<file path="src/hdl/vec3_reflect_keep_length_unit_assert.svh">
// ----------------------------------------------------------------------------
// vec3 reflect assertion macros
// Shared concurrent assertion forms, clocked on clk and held off in reset.
// ----------------------------------------------------------------------------
`ifndef VEC3_REFLECT_KEEP_LENGTH_UNIT_ASSERT_SVH
`define VEC3_REFLECT_KEEP_LENGTH_UNIT_ASSERT_SVH

// same-cycle implication
`define VRKL_ASSERT_NOW(lbl, ante, cons, msg) \
  lbl: assert property (@(posedge clk) disable iff (!rst_n) (ante) |-> (cons)) \
    else $error(msg);

// next-cycle implication
`define VRKL_ASSERT_NEXT(lbl, ante, cons, msg) \
  lbl: assert property (@(posedge clk) disable iff (!rst_n) (ante) |=> (cons)) \
    else $error(msg);

`endif

</file>
<file path="src/hdl/vrkl_pkg.sv">
// ----------------------------------------------------------------------------
// vrkl_pkg
// Constants, sideband types and helpers for the vector reflection pipeline.
// ----------------------------------------------------------------------------
package vrkl_pkg;

  localparam int FRAC_BITS = 16;
  localparam int UNIT_BITS = 30;
  localparam int SQRT_LAT  = 32;
  localparam int DIV_LAT   = 32;
  localparam int PIPE_LAT  = 3 + SQRT_LAT + 1 + DIV_LAT + 12 + SQRT_LAT + 1 + DIV_LAT + 1;

  // lengths at or below this are treated as zero (1e-6 in the fixed format truncates to 0)
  localparam logic [31:0] EPS_LIM = 32'((64'd1 << FRAC_BITS) / 64'd1000000);

  localparam int D_W  = 64 - UNIT_BITS + 1;
  localparam int DH_W = D_W - FRAC_BITS;
  localparam int PR_W = 68;

  typedef struct packed {
    logic [2:0]       neg;
    logic [2:0][31:0] mag;
    logic [2:0][31:0] nrm;
  } vrkl_sb1_t;

  typedef struct packed {
    logic [2:0]       neg;
    logic [2:0][31:0] nrm;
    logic [31:0]      len;
    logic             ok;
  } vrkl_sb2_t;

  typedef struct packed {
    logic [2:0][31:0] u;
    logic [2:0][31:0] nrm;
    logic [31:0]      len;
  } vrkl_sb3_t;

  typedef struct packed {
    logic [2:0][29:0] ws;
    logic [2:0]       wneg;
    logic             snz;
    logic [31:0]      len;
  } vrkl_sb4_t;

  typedef struct packed {
    logic [2:0] wneg;
    logic       ok;
  } vrkl_sb5_t;

  function automatic logic [3:0] bitlen8(input logic [7:0] v);
    logic [3:0] r;
    r = '0;
    for (int i = 0; i < 8; i++) begin
      if (v[i]) r = 4'(i + 1);
    end
    return r;
  endfunction

endpackage

</file>
<file path="src/hdl/vrkl_div.sv">
// ----------------------------------------------------------------------------
// vrkl_div
// Pipelined restoring divider, 64 by 32 bits, 32-bit quotient, one bit a stage.
// ----------------------------------------------------------------------------
module vrkl_div (
  input  logic        clk,
  input  logic        en,
  input  logic [63:0] num,
  input  logic [31:0] den,
  output logic [31:0] quo
);
  import vrkl_pkg::*;

  // quotient must fit in 32 bits: num < den * 2^32
  logic [31:0] rem_r  [DIV_LAT];
  logic [31:0] low_r  [DIV_LAT];
  logic [31:0] quo_r  [DIV_LAT];
  logic [31:0] den_r  [DIV_LAT];
  logic [31:0] rem_nxt[DIV_LAT];
  logic [31:0] low_nxt[DIV_LAT];
  logic [31:0] quo_nxt[DIV_LAT];
  logic [31:0] den_nxt[DIV_LAT];

  always_comb begin
    logic [31:0] prem;
    logic [31:0] plow;
    logic [31:0] pquo;
    logic [31:0] pden;
    logic [32:0] t;
    for (int k = 0; k < DIV_LAT; k++) begin
      prem = (k == 0) ? num[63:32] : rem_r[(k == 0) ? 0 : k - 1];
      plow = (k == 0) ? num[31:0]  : low_r[(k == 0) ? 0 : k - 1];
      pquo = (k == 0) ? '0         : quo_r[(k == 0) ? 0 : k - 1];
      pden = (k == 0) ? den        : den_r[(k == 0) ? 0 : k - 1];
      t = {prem, plow[31]};
      low_nxt[k] = {plow[30:0], 1'b0};
      den_nxt[k] = pden;
      if (t >= {1'b0, pden}) begin
        rem_nxt[k] = 32'(t - {1'b0, pden});
        quo_nxt[k] = {pquo[30:0], 1'b1};
      end else begin
        rem_nxt[k] = t[31:0];
        quo_nxt[k] = {pquo[30:0], 1'b0};
      end
    end
  end

  always_ff @(posedge clk) begin
    if (en) begin
      for (int k = 0; k < DIV_LAT; k++) begin
        rem_r[k] <= rem_nxt[k];
        low_r[k] <= low_nxt[k];
        quo_r[k] <= quo_nxt[k];
        den_r[k] <= den_nxt[k];
      end
    end
  end

  assign quo = quo_r[DIV_LAT-1];

endmodule

</file>
<file path="config.mk">
export PLATFORM = sky130hd
export DESIGN_NAME = vrkl_div
export DESIGN_NICKNAME = d
export VERILOG_FILES = /design/src/hdl/vec3_reflect_keep_length_unit_assert.svh /design/src/hdl/vrkl_pkg.sv /design/src/hdl/vrkl_div.sv
export SDC_FILE = /design/constraint.sdc
export NUM_CORES = 2
export LEC_CHECK = 0
export BUFFER_PORTS_ARGS = -buffer_cell sky130_fd_sc_hd__buf_2
export CAP_MARGIN = 20
export CORE_ASPECT_RATIO = 0.6
export CORE_MARGIN = 10
export CORE_UTILIZATION = 60
export DETAILED_ROUTE_END_ITERATION = 6
export PLACE_DENSITY = 0.76
export SETUP_SLACK_MARGIN = 0.02
export SLEW_MARGIN = 20
export SYNTH_ARGS = -nofsm -noshare
export SYNTH_HDL_FRONTEND = slang
export SYNTH_SLANG_ARGS = --single-unit
</file>
<file path="constraint.sdc">
create_clock -name clk -period 8.97 [get_ports clk]
set_input_delay 1.794 -clock clk [delete_from_list [all_inputs] [get_ports clk]]
set_output_delay 1.794 -clock clk [all_outputs]
set_load 0.005 [all_outputs]
</file>
==> flow_summary.ini <==
[worst_setup_path]
worstSetupStartpointType = register
worstSetupPathType = register to register
required_ps = 9380
critPathMaxFanout = 48
crit_arrival_ps = 5660
reg2reg_depth = 13
worstSetupEndpointType = register

[timing]
slew-limit-headroom = 0.1987
worstMarginPinSlew_ps = 1191
clock.fmax_ghz = 0.1905
finalWorstSetupSlack_ps = 3721
period_needed_ps = 5249
setup_viol = 0
timing.setup.tns_ps = 0
rsz0062_at_grt = no
fin_skew_ps = 77.10
hold_violations = 0
slew_viol_final = 0
fin_crit_sh = 0.5851

[placement]
place.gp.congestion = 0.9745
io_buffers = 129
dp_cells = 16220
dpl.hpwl_mm = 313.6
dp_worst_setup_slack_ps = 3750

[synthesis]
yosys-top-cells-count = 3008 x edfxtp_1, 1264 x inv_1, 1024 x ha_1
yosys_register_bits = 3008
seq_area_frac_synth = 0.5820
syn-cell-area_mm2 = 0.1552
yosysMostFrequentCell = edfxtp_1
synth_flop_cell = edfxtp_1
ys_top_cells_by_area = edfxtp_1 58%, ha_1 8.3%, a21oi_1 3.1%
ys_warn_count = 0
yosysUniqueCellTypes = 94
synth.net_count = 14040
synth_edf_count = 3008
synthCells = 12890
async_reset_ff_frac = 0
synth.top_cell.area_share = 0.5820
syn_area_per_cell_um2 = 12.04
yosysTopAreaCell = edfxtp_1

[pwr]
leakagePower_nw = 68.31
power_mw = 64.39
power.density_mw_per_mm2 = 380.3
irDropWorstVdd_mv = 0.2512

[cts]
cts-root-buf = clkbuf_16
cts-buffers-inserted = 288
cts_tree = yes
cts_sinks = 3008
hold_buffers = 0
clk_transition_reported_paths_ps = 70
clk_latency_ps = 890
clockBufferDepth = 4
cts-htree-levels = 5
post_cts_resized = 0
cts_setup_buffers = 0

[floorplanning]
die-area_mm2 = 0.2801
die_x_um = 676.6
io-pin-count = 130
initial_core_util = 0.6037
die_h_um = 414.0
core_area_mm2 = 0.2571
num_rows = 144

[finish]
num-fill-cells = 18550
areaGrowthSynthToFinish_pct = 9.077
finalNonFillerCells = 16740
drive_above_1_share = 0.08430
postLayoutCoreUtil = 0.6585
nets = 14230

[global_routing]
grt_pass1_wl_mm = 630.3
grtUsageTotal = 0.2929
grt_max_degree = 187
antenna_found_initial = 33
grt_pass1_vias = 98740
grt_overflow = 0

[route]
wl_per_cell_um = 25.30
drt_iter0_drc = 14950
wirelength_mm = 423.3
dr.pass1.iters = 7
postRouteAntennaNets = 0
viasPerCell = 6.332
via_count = 106000
drcViolationCount = 0

[min_path]
holdPathStages = 0
hp-class = register to register

[run]
maxCapViolations = 0

[status]
outcome = finished, final reports clean
==> layer usage <==
layer  track usage  up-vias  wire, µm
met5             0        -       130
met4       0.04701       20      6825
met3       0.08562      525     57560
met2        0.3617     6126    152800
met1        0.4994    51420    206000
li1              -    47870         -
==> metrics by stage <==
step	area, µm²	hold WS [ps]
floorplan	155200	400.3
global placement	159900	400.2
detailed placement	159900	404.5
CTS	169300	388.6
global route	169300	401.7
finish	169300	398.0
==> registers in the layout, indices dropped and copies added (netlist names) <==
name	flops
den_r	992
low_r	496
quo_r	528
rem_r	992
==> final timing paths <==
kind                               startpoint       endpoint  slack, ps
worst max-delay path            den_r[1][257]  rem_r[1][296]       3720
worst min-delay path            quo_r[1][130]  quo_r[1][163]        400
worst max register to register  den_r[1][257]  rem_r[1][296]       3720
worst min register to register  quo_r[1][130]  quo_r[1][163]        400
==> cell families (layout without fill, tap and decap cells) <==
kind of cell / count (synthesis) / in the layout / share of synthesized area
muxes: 412 / 412 / 0.02963
other: 0 / 6 / 0
DFF: 3008 / 3008 / 0.5820
xor gates and xnor gates: 839 / 839 / 0.04735
buffers and inverters: 1577 / 1988 / 0.03885
and+or+nand+nor: 2688 / 2688 / 0.08217
adders and majority gates: 1055 / 1055 / 0.08655
AOI/OAI and AO/OA: 3308 / 3308 / 0.1335
==> critical path, cell delays in order (launching register included) <==
cell and delay (ps):
edfxtp_1 570, inv_1 100, ha_1 370, nor2b_1 180, o31a_1 290, o31a_1 310, a211o_1 400, nor2_1 130
o31ai_1 140, o41ai_2 470, o21ai_1 270, a31oi_4 460, buf_4 510, o21ai_0 540
==> report_power, final <==
part	switching (mW)	internal (mW)	total [mW]	leakage, nW
clock network	5.50	7.00	12.5	4.58
logic	17.2	11.7	28.9	34.3
registers	2.58	20.4	22.9	29.4
total	25.3	39.1	64.4	68.3
==> cell type report <==
cell class | instances | area, µm² | area share
Clock buffer | 336 | 7536 | 0.04451
Clock inverter | 175 | 1873 | 0.01106
Timing Repair Buffer | 211 | 1451 | 0.008573
Sequential cell | 3008 | 90330 | 0.5335
Multi-Input combinational cell | 8302 | 59050 | 0.3488
Tap cell | 3431 | 4293 | 0.02536
Inverter | 1266 | 4752 | 0.02807
Antenna cell | 6 | 15.01 | 0.00008869
==> placed cells by master (no fill, tap or decap), types with 39 or more instances in the layout <==
master and n:
edfxtp_1 3008, inv_1 1264, ha_1 1024, a21oi_1 958, nand2_1 894, o21ai_0 814
nor2_1 613, a21o_1 532, xnor2_1 503, mux2_2 372, xor2_1 336, clkbuf_16 295
nand3_1 218, nor2b_1 159, nand2b_1 154, nand4_1 141, o21a_1 138, a31oi_1 136
buf_2 128, nor3_1 125, o21bai_1 122, and3_1 117, o31ai_1 76, buf_4 68
a211oi_1 65, and2_1 61, clkinv_1 53, clkinv_2 44, or3_1 43, clkbuf_1 41
o21ai_1 40, a21boi_0 39, nor4_1 39
Power figures use the tool's default switching activity.
